`config.mk`:
```
export PLATFORM = sky130hd
export DESIGN_NAME = note_string_parser
export DESIGN_NICKNAME = d
export VERILOG_FILES = /design/src/rtl/core/nsp_pkg.sv /design/src/rtl/core/nsp_step.sv /design/src/rtl/core/note_string_parser.sv
export SDC_FILE = /design/constraint.sdc
export NUM_CORES = 1
export LEC_CHECK = 0
export ABC_AREA = 0
export ABC_CLOCK_PERIOD_IN_PS = 2550
export BUFFER_PORTS_ARGS = -buffer_cell sky130_fd_sc_hd__buf_2
export CAP_MARGIN = 20
export CORE_MARGIN = 2
export CORE_UTILIZATION = 56
export DETAILED_ROUTE_END_ITERATION = 7
export PLACE_DENSITY = 0.77
export SYNTH_ARGS = -nofsm -noshare
export SYNTH_HDL_FRONTEND = slang
export SYNTH_HIERARCHICAL = 1
export SYNTH_SLANG_ARGS = --single-unit
```
`constraint.sdc`:
```
create_clock -name clk -period 2.55 [get_ports clk]
set_clock_uncertainty 0.15 [all_clocks]
set_input_delay 0.6375 -clock clk [delete_from_list [all_inputs] [get_ports clk]]
set_output_delay 0.6375 -clock clk [all_outputs]
set_load 0.02 [all_outputs]
```
`src/rtl/core/nsp_pkg.sv`:
```
// Package for the note string parser: request and result types, parser state,
// mode codes and the shared length helper. Depends on nothing.
package nsp_pkg;

    localparam logic [2:0] MODE_IDLE = 3'd0;
    localparam logic [2:0] MODE_OCT  = 3'd1;
    localparam logic [2:0] MODE_WID  = 3'd2;
    localparam logic [2:0] MODE_PAU  = 3'd3;
    localparam logic [2:0] MODE_NOTE = 3'd4;

    localparam logic [7:0] CH_ZERO  = 8'd48;
    localparam logic [7:0] CH_ONE   = 8'd49;
    localparam logic [7:0] CH_TWO   = 8'd50;
    localparam logic [7:0] CH_NINE  = 8'd57;
    localparam logic [7:0] CH_A     = 8'd65;
    localparam logic [7:0] CH_G     = 8'd71;
    localparam logic [7:0] CH_SHARP = 8'd35;
    localparam logic [7:0] CH_O     = 8'd111;
    localparam logic [7:0] CH_W     = 8'd119;
    localparam logic [7:0] CH_P     = 8'd112;

    localparam logic [2:0] LET_B = 3'd1;
    localparam logic [2:0] LET_E = 3'd4;

    localparam logic [1:0] OCT_RESET = 2'd1;
    localparam logic [3:0] LEN_RESET = 4'd3;
    localparam logic [3:0] LEN_MAX   = 4'd12;

    localparam logic KIND_TONE = 1'b0;
    localparam logic KIND_REST = 1'b1;

    typedef struct packed {
        logic [7:0] char_code;
        logic       final_char;
    } char_req_t;

    typedef struct packed {
        logic       event_kind;
        logic [1:0] octave_sel;
        logic [2:0] letter;
        logic       raised;
        logic [3:0] length;
    } note_req_t;

    typedef struct packed {
        logic [2:0] parse_mode;
        logic [2:0] held_letter;
        logic [1:0] cur_octave;
        logic [3:0] note_length;
    } parse_st_t;

    localparam parse_st_t ST_RESET = '{
        parse_mode:  MODE_IDLE,
        held_letter: 3'd0,
        cur_octave:  OCT_RESET,
        note_length: LEN_RESET
    };

    function automatic logic [3:0] arg_length(input logic [7:0] c);
        logic [7:0] d;
        begin
            d = c - CH_ZERO;
            if (c > CH_ZERO && c <= CH_NINE)
                arg_length = d[3:0] + 4'd3;
            else
                arg_length = LEN_RESET;
        end
    endfunction

endpackage

```
`src/rtl/core/nsp_step.sv`:
```
// One parser step: current state and one character give the next state and
// at most one note code. Depends on nsp_pkg.
module nsp_step (
    input  nsp_pkg::parse_st_t st,
    input  nsp_pkg::char_req_t req,
    output nsp_pkg::parse_st_t st_next,
    output logic               emit,
    output nsp_pkg::note_req_t res
);
    import nsp_pkg::*;

    logic [7:0] c;
    logic       last;
    logic       sharp;
    logic       is_letter;
    logic [7:0] let_off;
    parse_st_t  st_tok;
    parse_st_t  st_work;

    assign c         = req.char_code;
    assign last      = req.final_char;
    assign sharp     = (c == CH_SHARP);
    assign is_letter = (c >= CH_A) && (c <= CH_G);
    assign let_off   = c - CH_A;

    // start a new token from this character
    always_comb
    begin
        st_tok = st;
        st_tok.parse_mode = MODE_IDLE;
        if (!last)
        begin
            if (c == CH_O)
                st_tok.parse_mode = MODE_OCT;
            else if (c == CH_W)
                st_tok.parse_mode = MODE_WID;
            else if (c == CH_P)
                st_tok.parse_mode = MODE_PAU;
            else if (is_letter)
            begin
                st_tok.parse_mode  = MODE_NOTE;
                st_tok.held_letter = let_off[2:0];
            end
        end
    end

    always_comb
    begin
        st_work = st;
        emit    = 1'b0;
        res     = '{event_kind: KIND_TONE, octave_sel: st.cur_octave, letter: 3'd0,
                    raised: 1'b0, length: st.note_length};
        unique case (st.parse_mode)
            MODE_OCT:
            begin
                if (c == CH_ONE || c == CH_TWO)
                    st_work.cur_octave = (c == CH_ONE) ? 2'd1 : 2'd2;
                st_work.parse_mode = MODE_IDLE;
            end
            MODE_WID:
            begin
                st_work.note_length = arg_length(c);
                st_work.parse_mode  = MODE_IDLE;
            end
            MODE_PAU:
            begin
                emit               = 1'b1;
                res.event_kind     = KIND_REST;
                res.length         = arg_length(c);
                st_work.parse_mode = MODE_IDLE;
            end
            MODE_NOTE:
            begin
                emit       = 1'b1;
                res.letter = st.held_letter;
                res.raised = sharp && (st.held_letter != LET_B)
                             && (st.held_letter != LET_E);
                if (sharp)
                    st_work.parse_mode = MODE_IDLE;
                else
                    st_work = st_tok;
            end
            default:
            begin
                st_work = st_tok;
            end
        endcase
        st_next = last ? ST_RESET : st_work;
    end

endmodule

```
`src/rtl/core/note_string_parser.sv`:
```
// Note string parser top level: request register, parser state, result register.
// Depends on nsp_pkg and nsp_step.
// A closing character enters the request register, its note code the result register.
// Throughput: one character per cycle unless the output stalls, set by the state update.
// Reset: asynchronous, active low; octave 1, length 3, nothing held, both stages empty.
// End of string: the state returns to its reset values after the final character.
module note_string_parser (
    input  logic               clk,
    input  logic               rst_n,
    input  logic               char_valid,
    output logic               char_stall,
    input  nsp_pkg::char_req_t char_req,
    output logic               note_valid,
    input  logic               note_stall,
    output nsp_pkg::note_req_t note_req
);
    import nsp_pkg::*;

    logic      in_valid_reg;
    char_req_t in_req_reg;
    parse_st_t st_reg;
    parse_st_t st_next;
    logic      note_valid_reg;
    note_req_t note_reg;
    logic      out_free;
    logic      adv;
    logic      emit;
    note_req_t res;

    assign out_free   = !note_valid_reg || !note_stall;
    assign adv        = in_valid_reg && out_free;
    assign char_stall = in_valid_reg && !out_free;
    assign note_valid = note_valid_reg;
    assign note_req   = note_reg;

    nsp_step u_step (
        .st      (st_reg),
        .req     (in_req_reg),
        .st_next (st_next),
        .emit    (emit),
        .res     (res)
    );

    always_ff @(posedge clk or negedge rst_n)
    begin
        if (!rst_n)
        begin
            in_valid_reg   <= 1'b0;
            st_reg         <= ST_RESET;
            note_valid_reg <= 1'b0;
        end
        else
        begin
            if (!char_stall)
                in_valid_reg <= char_valid;
            if (adv)
                st_reg <= st_next;
            if (out_free)
                note_valid_reg <= adv && emit;
        end
    end

    always_ff @(posedge clk)
    begin
        if (!char_stall && char_valid)
            in_req_reg <= char_req;
        if (adv && emit)
            note_reg <= res;
    end

`ifndef SYNTHESIS
    a_end_resets: assert property (@(posedge clk) disable iff (!rst_n)
        adv && in_req_reg.final_char |=> st_reg == ST_RESET)
        else $error("parser state not cleared after final character");

    a_no_sharp_be: assert property (@(posedge clk) disable iff (!rst_n)
        note_valid && note_req.raised |->
            note_req.event_kind == KIND_TONE && note_req.letter != LET_B
            && note_req.letter != LET_E)
        else $error("sharp on B, E or a rest");

    a_len_range: assert property (@(posedge clk) disable iff (!rst_n)
        note_valid |-> note_req.length >= LEN_RESET && note_req.length <= LEN_MAX
            && (note_req.octave_sel == 2'd1 || note_req.octave_sel == 2'd2))
        else $error("note code out of range");

    a_hold_in: assert property (@(posedge clk) disable iff (!rst_n)
        char_stall |=> in_valid_reg && $stable(in_req_reg))
        else $error("request register changed while stalled");
`endif

endmodule

```
After elaboration in Yosys (flattened, before gate mapping). Cells that the tools add are included.

Register bits: 34.

Reductions and logical operators: 22. $add $sub $neg: 3. Mux-type cells: 20. Equality and inequality tests: 15. $lt $le $gt $ge: 4.

Operators by type and width (count): == test 8 x 6 -> 1 bit (second input constant) (3); == test 8 x 7 -> 1 bit (second input constant) (3); 2-to-1 mux 3 bit (7); 2-to-1 mux 12 bit (1); one-hot mux 3 bit (2 select lines) (2); 2-to-1 mux 9 bit (1); greater-or-equal comparator 8 x 7 -> 1 bit (second input constant) (1); > comparator 8 x 6 -> 1 bit (second input constant) (1); less-or-equal comparator 8 x 6 -> 1 bit (second input constant) (1); less-or-equal comparator 8 x 7 -> 1 bit (second input constant) (1); logical AND 1 bit (8); 2-to-1 mux 4 bit (2); one-hot mux 4 bit (2 select lines) (1); == test 3 x 2 -> 1 bit (second input constant) (2); 2-to-1 mux 6 bit (1); != test 3 bit (second input constant) (2); AND reduction 3 bit (2); nonzero test 2 bit (3); adder 4 x 2 -> 4 bit (second input constant) (1); logical NOT 1 bit (4); 2-to-1 mux 2 bit (2); one-hot mux 2 bit (2 select lines) (1); AND reduction 4 bit (1); subtractor 4 x 1 -> 4 bit (second input constant) (1); 10 further kinds (12).

Depth between registers and ports, before layout. Gate-level depths: netlist of the first run.

Depth in word-level cells: 9. Mapped depth: 7. Gate-level depth less buffers: 7.

Modules after synthesis. Netlist of the first run, hierarchy kept.

By module, submodules not included: note_string_parser (area each 1149.9 sq um, seq. area each 954.7 sq um, cells each 56, instances 1); nsp_step (area each 615.6 sq um, seq. area each 0.0 sq um, cells each 88, instances 1).

Least setup slack after synthesis of the first run. Ideal clock, no wire load.

Path kind: register to register. From: reg in_req_reg[1] (netlist name). To: reg st_reg[7] (netlist name). Data arrival time: 1971 ps. Setup time: 125 ps. Slack: 304 ps. Buffers on the path: 0. Stages on the path, launching flop included: 8. Path through: edfxtp_1 -> inv_1 -> ha_1 -> or3b_2 -> o2111ai_1 -> nor3_1 -> a31o_2 -> mux2_2.

RTL lines: from (decl) (line note_string_parser.sv:20) `char_req_t in_req_reg;`; from (signal assigned) (line note_string_parser.sv:66) `in_req_reg <= char_req;`; to (signal assigned) (line note_string_parser.sv:57) `st_reg <= st_next;`; to (decl) (line note_string_parser.sv:21) `parse_st_t st_reg;`.

==> results of run 1 <==
[cells in the mapped netlist, types with 2 or more instances]
cell                       instances
sky130_fd_sc_hd__a21oi_1           4
sky130_fd_sc_hd__a31oi_1           2
sky130_fd_sc_hd__and3_1            5
sky130_fd_sc_hd__buf_4             3
sky130_fd_sc_hd__buf_6             2
sky130_fd_sc_hd__clkbuf_1          2
sky130_fd_sc_hd__dfrtp_1          11
sky130_fd_sc_hd__dfstp_2           3
sky130_fd_sc_hd__edfxtp_1         20
sky130_fd_sc_hd__ha_1              5
sky130_fd_sc_hd__inv_1             6
sky130_fd_sc_hd__mux2_2           12
sky130_fd_sc_hd__mux2i_1           2
sky130_fd_sc_hd__nand2_1          14
sky130_fd_sc_hd__nand2b_1          2
sky130_fd_sc_hd__nand3_1           4
sky130_fd_sc_hd__nand3b_1          2
sky130_fd_sc_hd__nor2_1           11
sky130_fd_sc_hd__nor3_1            3
sky130_fd_sc_hd__nor3b_1           3
sky130_fd_sc_hd__o21ai_0           3
sky130_fd_sc_hd__xnor2_1           2
[power groups by stage]
stage / registers [mW] / clock network (mW) / logic [mW]
floorplan: 0.613 / 0 / 0.0542
global placement: 0.620 / 0 / 0.0689
detailed placement: 0.621 / 0 / 0.0707
CTS: 0.609 / 0.318 / 0.0708
global route: 0.612 / 0.338 / 0.0780
finish: 0.610 / 0.307 / 0.0711
[critical path, stage by stage, from the launching register on]
cell and delay, ns:
sky130_fd_sc_hd__edfxtp_1 0.48, sky130_fd_sc_hd__inv_1 0.18, sky130_fd_sc_hd__ha_1 0.27, sky130_fd_sc_hd__or3b_2 0.49, sky130_fd_sc_hd__o2111ai_2 0.15, sky130_fd_sc_hd__mux2i_1 0.24, sky130_fd_sc_hd__nor2_1 0.05, sky130_fd_sc_hd__mux2_2 0.26
[through the flow]
| stage | setup WS (ns) | area [µm²] |
|---|---|---|
| final | 0.163 | 1980 |
| after global routing | 0.0774 | 1980 |
| after CTS | 0.110 | 1980 |
| after detailed placement | 0.129 | 1920 |
| after global placement | 0.235 | 1920 |
| after floorplan | 0.304 | 1770 |
[routing by layer]
layer	share of wire, %	up-vias
met5	0	-
met4	1.6	0
met3	3.6	5
met2	49	30
met1	46	558
li1	-	581
[final cells by class]
| class | instances | area (µm²) |
|---|---|---|
| fillers | 232 | 1050 |
| clock buffers | 7 | 55.1 |
| inverters | 6 | 22.5 |
| clock inverters | 1 | 5.00 |
| well taps | 44 | 55.1 |
| flip-flops and latches | 34 | 955 |
| multi-input cells | 97 | 742 |
| repair buffers | 28 | 148 |
[cell families after synthesis]
kind of cell | Yosys count | share of synthesized area [%]
multiplexers | 14 | 8.79
AO/OA/AOI/OAI | 21 | 9.71
AND/OR/NAND/NOR | 54 | 18.1
buffers and inverters | 13 | 4.25
XOR/XNOR | 3 | 1.49
flip-flops | 34 | 54.1
adder cells (fa/ha/maj) | 5 | 3.54
[final timing paths]
check                              startpoint             to  slack, ns  cells past startpoint
min in group clk                  char_req[8]  in_req_reg[8]       0.32                      1
worst min register to register      st_reg[5]    note_req[9]       0.35                      0
worst max register to register  in_req_reg[1]      st_reg[6]       0.16                      7
max in group asynchronous               rst_n      st_reg[1]       1.90                      1
worst max-delay path            in_req_reg[1]      st_reg[6]       0.16                      7
worst min-delay path                    rst_n      st_reg[9]       0.04                      1
==> qor.txt, run 1 <==
===============================================================================
Result of the run ................................................ finished clean
Predominant post-synthesis flop cell ............................. sky130_fd_sc_hd__edfxtp_1
Count of state elements after synthesis ..........................           34
Post-synthesis net count .........................................          162
Final weighted congestion in routability-driven placement ........        0.863
Reported max-cap violation count .................................            0
Number of top-level pins .........................................           26
Reg power frac ...................................................        61.7%
Number of buffers inserted by port buffering .....................           25
Antenna violations before repair .................................            0
Distinct cell type count after synthesis .........................           45
Top-area cell type share of the netlist area .....................        34.0%
Maximum number of pins on one net before global-route repair .....           15
HPWL reported at the end of detailed placement ...................      2320 µm
Total standard cell area after synthesis .........................  0.00177 mm²
Final total negative setup slack .................................         0 ns
Leading cell type in the layout, fill and taps excluded .......... sky130_fd_sc_hd__buf_2
Critical path launch point type ..................................     register
Worst slew pin tran ..............................................     0.497 ns
Layout cell share with drive strength beyond 1 ...................        35.8%
Post-synth EDFFs .................................................           20
Fraction of the cycle the final worst path needs .................        93.6%
Number of buffers created by CTS .................................            5
Clk root buf ..................................................... sky130_fd_sc_hd__clkbuf_4
Overflow left after global routing ...............................            0
Clock network fraction of total power ............................        31.1%
Setup repair after global routing missed its margin ..............           no
First DRT Iteration DRCs .........................................           41
Net switching fraction of the power ..............................        23.2%
Final non-filler cell total ......................................          217
Number of global-route vias before repair ........................         1097
Average wire per standard cell ...................................      14.5 µm
GR peak layer ....................................................         met2
Largest register FFs .............................................           12
Psw ..............................................................       229 µW
Final Hold Viols .................................................            0
Crit-path max FO .................................................            6
Detailed Route WL ................................................      3160 µm
Number of levels the H-tree was split into .......................            2
Yosys Warn Count .................................................            6
Number of instances in the synthesized netlist ...................          144
Die height .......................................................      60.1 µm
Worst supply voltage drop on vdd .................................   0.000383 V
Classification of the worst-slack hold path ...................... primary input to async pin
Sequential area share after synthesis ............................        54.1%
# diodes .........................................................            0
Starting Density .................................................        58.3%
Placement Rows ...................................................           20
Pint .............................................................       759 µW
Final standard cell utilization of the core ......................        65.5%
Cells after DPL ..................................................          209
TritonCTS clock tree .............................................         done
Die area .........................................................  0.00362 mm²
Mean number of vias per cell .....................................         5.41
Clock-pin transition on the worst setup and hold timing paths ....      0.10 ns
Global routing usage on met1 .....................................        26.4%
Power Total ......................................................       988 µW
Power per Cell Area ..............................................   498 mW/mm²
Post-route worst hold slack ......................................    0.0385 ns
Core area ........................................................  0.00303 mm²
Met3 routing resource usage after global routing .................        6.49%
Number of clock sinks ............................................           34
Achievable clock frequency .......................................      419 MHz
Number of buffers added for setup after CTS ......................            0
Setup Crit Path Kind ............................................. register to register
Relative slew slack ..............................................        66.5%
Relative contribution of combinational cells to total power ......         7.2%
Detailed-router iteration count before antenna repair ............            4
All-layer global routing usage ...................................        20.7%
Cells taking the most area after synthesis ....................... sky130_fd_sc_hd__edfxtp_1 34%, sky130_fd_sc_hd__dfrtp_1 16%, sky130_fd_sc_hd__mux2_2 7.7%, sky130_fd_sc_hd__dfstp_2 4.5%, sky130_fd_sc_hd__ha_1 3.5%
Worst setup EP type ..............................................     register
Data required time of the critical path ..........................      2.62 ns
Skew-Pair Late Insertion Delay ...................................      0.33 ns
Data arrival, critical path ......................................      2.45 ns
Clock Path Buffers ...............................................            2
Remaining routing DRC violations .................................            0
Total number of vias .............................................         1174
Number of nets with antenna violations after routing .............            0
Post-CTS Resized .................................................            0
Total of endpoints with negative setup slack in the final report .            0
Cell type with the largest total area after synthesis ............ sky130_fd_sc_hd__edfxtp_1
Hold_buf cts .....................................................            0
Average footprint of a synthesized cell ..........................     12.3 µm²
First-pass GRT wire length .......................................      5220 µm
Commonest cells after routing, fill and taps aside ............... 25 x sky130_fd_sc_hd__buf_2, 20 x sky130_fd_sc_hd__edfxtp_1, 14 x sky130_fd_sc_hd__nand2_1
Ys async rst share ...............................................        41.2%
Leakage power summed over all cells ..............................     0.863 nW
Slew Viols, Final ................................................            0
DIE WIDTH ........................................................      60.1 µm
Final worst path period need .....................................      2.39 ns
# nets final .....................................................          190
Growth of design area from synthesis to finish ...................        12.3%
Met2 Resource Use GR .............................................        32.9%
===============================================================================
Power figures use the tool's default switching activity.
==> inputs of run 2 (changes only) <==
--- a/config.mk
+++ b/config.mk
@@ -6,13 +6,14 @@
 export NUM_CORES = 1
 export LEC_CHECK = 0
 export ABC_AREA = 0
-export ABC_CLOCK_PERIOD_IN_PS = 2550
+export ABC_CLOCK_PERIOD_IN_PS = 2800
 export BUFFER_PORTS_ARGS = -buffer_cell sky130_fd_sc_hd__buf_2
 export CAP_MARGIN = 20
 export CORE_MARGIN = 2
-export CORE_UTILIZATION = 56
+export CORE_UTILIZATION = 60
 export DETAILED_ROUTE_END_ITERATION = 7
-export PLACE_DENSITY = 0.77
+export PLACE_DENSITY = 0.82
+export SKIP_LAST_GASP = 1
 export SYNTH_ARGS = -nofsm -noshare
 export SYNTH_HDL_FRONTEND = slang
 export SYNTH_HIERARCHICAL = 1
==> constraint.sdc (replaced) <==
create_clock -name clk -period 2.8 [get_ports clk]
set_clock_uncertainty 0.15 [all_clocks]
set_input_delay 0.7 -clock clk [delete_from_list [all_inputs] [get_ports clk]]
set_output_delay 0.7 -clock clk [all_outputs]
set_load 0.02 [all_outputs]
==> qor.txt, run 2 (same netlist as run 1, synthesis figures left out) <==
===============================================================================
Setup repair after global routing missed its margin ..............           no
Clock-pin transition on the worst setup and hold timing paths ....      0.10 ns
Power Total ......................................................       870 µW
Layout cell share with drive strength beyond 1 ...................        34.3%
Worst path max stage delay .......................................      0.48 ns
# diodes .........................................................            0
Fraction of the cycle the final worst path needs .................        87.6%
Final total negative setup slack .................................         0 ns
HPWL reported at the end of detailed placement ...................      2370 µm
Clk root buf ..................................................... sky130_fd_sc_hd__clkbuf_4
First-pass GRT wire length .......................................      5410 µm
Placement Rows ...................................................           19
Number of clock sinks ............................................           34
Crit-path max FO .................................................            6
Number of buffers added for setup after CTS ......................            0
Critical path launch point type ..................................     register
Growth of design area from synthesis to finish ...................        9.99%
Number of levels the H-tree was split into .......................            2
Leading cell type in the layout, fill and taps excluded .......... sky130_fd_sc_hd__buf_2
Maximum number of pins on one net before global-route repair .....           15
Summed area of non-filler cells in the final layout ..............  0.00194 mm²
Total of endpoints with negative setup slack in the final report .            0
Number of nets with antenna violations after routing .............            0
Number of top-level pins .........................................           26
Hold_buf cts .....................................................            0
Remaining routing DRC violations .................................            0
All-layer global routing usage ...................................        21.9%
Slew Viols, Final ................................................            0
Antenna violations before repair .................................            0
Leakage power summed over all cells ..............................     0.852 nW
Launch point of the worst path ................................... in_req_reg[1]
Cells along the critical path .................................... inv_1 -> ha_1 -> or3b_2 -> o2111ai_1 -> mux2i_1 -> nor2_1 -> mux2_2
Worst setup slack for register-to-register paths .................      0.35 ns
Number of buffers inserted by port buffering .....................           25
Total number of vias .............................................         1178
Startpoint of the most critical register-to-register path ........ in_req_reg[1]
Worst slew pin tran ..............................................     0.717 ns
Final Hold Viols .................................................            0
# nets final .....................................................          189
PnR worst setup slack ............................................     0.347 ns
Power per Cell Area ..............................................   448 mW/mm²
Setup Crit Path Kind ............................................. register to register
Relative slew slack ..............................................        51.9%
Classification of the worst-slack hold path ...................... primary input to async pin
Instance area after placement ....................................  0.00189 mm²
Overflow left after global routing ...............................            0
Die area .........................................................  0.00339 mm²
Cells after DPL ..................................................          195
Average wire per standard cell ...................................      15.8 µm
Data arrival, critical path ......................................      2.53 ns
TritonCTS clock tree .............................................         done
Final non-filler cell total ......................................          203
Largest register FFs .............................................           12
Number of buffers created by CTS .................................            5
End of the worst register-to-register path .......................    st_reg[8]
Clock Path Buffers ...............................................            2
First DRT Iteration DRCs .........................................           32
Commonest cells after routing, fill and taps aside ............... 25 x sky130_fd_sc_hd__buf_2, 20 x sky130_fd_sc_hd__edfxtp_1, 14 x sky130_fd_sc_hd__nand2_1
Detailed Route WL ................................................      3210 µm
Worst setup EP type ..............................................     register
Reported max-cap violation count .................................            0
Slowest cell on the critical path ................................ sky130_fd_sc_hd__or3b_2
Mean number of vias per cell .....................................         5.80
Post-CTS Resized .................................................            0
Final worst path period need .....................................      2.45 ns
Place WS .........................................................     0.359 ns
Final weighted congestion in routability-driven placement ........        0.859
Skew-Pair Late Insertion Delay ...................................      0.33 ns
Core area ........................................................  0.00278 mm²
Post-route worst hold slack ......................................     0.111 ns
Worst supply voltage drop on vdd .................................   0.000421 V
Data required time of the critical path ..........................      2.87 ns
Final standard cell utilization of the core ......................        69.8%
Starting Density .................................................        63.5%
Number of global-route vias before repair ........................         1135
Detailed-router iteration count before antenna repair ............            5
Count of fill cells added during filler insertion ................          207
Logic depth of the worst register-to-register path ...............            7
Result of the run ................................................ finished clean
Achievable clock frequency .......................................      408 MHz
DIE WIDTH ........................................................      58.2 µm
Die height .......................................................      58.2 µm
===============================================================================
==> run 2: changes by cell type in the layout (fill, tap and decap cells not counted) <==
cell                        previous run  this run
sky130_fd_sc_hd__clkinv_1              0         1
sky130_fd_sc_hd__clkbuf_8              1         0
sky130_fd_sc_hd__o2111ai_1             0         1
sky130_fd_sc_hd__o2111ai_2             1         0
sky130_fd_sc_hd__buf_4                 3         2
==> run 2: worst max path at each step <==
stage	to	slack [ns]
after global placement	st_reg[7]	0.48
after global routing	st_reg[8]	0.21
after CTS	st_reg[8]	0.35
after floorplan	st_reg[7]	0.55
after detailed placement	st_reg[8]	0.36
final	st_reg[8]	0.35
==> run 2: layer usage <==
metal  share of wire [%]  vias to the layer above  track usage [%]
li1                    -                      580                -
met1                  43                      556             27.5
met2                  50                       35             36.7
met3                 5.0                        7             5.36
met4                 1.6                        0             8.31
met5                   0                        -                0
==> run 2: layout make-up <==
class | instances | area (µm²) | area share, %
clock inverters | 2 | 8.76 | 0.451
clock buffers | 6 | 41.3 | 2.13
repair buffers | 27 | 140 | 7.22
well taps | 31 | 38.8 | 2.00
multi-input cells | 97 | 736 | 37.9
flip-flops and latches | 34 | 955 | 49.2
inverters | 6 | 22.5 | 1.16
==> run 2: report_power, final <==
group	total [mW]	switching (mW)	leakage [nW]	internal (mW)
Combinational	0.0643	0.0362	0.436	0.0281
Clock	0.251	0.157	0.0297	0.0942
Sequential	0.555	0.0148	0.387	0.540
Total	0.870	0.207	0.852	0.663
==> run 2: critical path: cells and delay by family, from the launching register on <==
kind / cells / cell delay [ns]
AOI/OAI and AO/OA: 1 / 0.23
adders and majority gates: 1 / 0.27
buffers and inverters: 1 / 0.16
DFF: 1 / 0.47
muxes: 2 / 0.52
and+or+nand+nor: 2 / 0.54
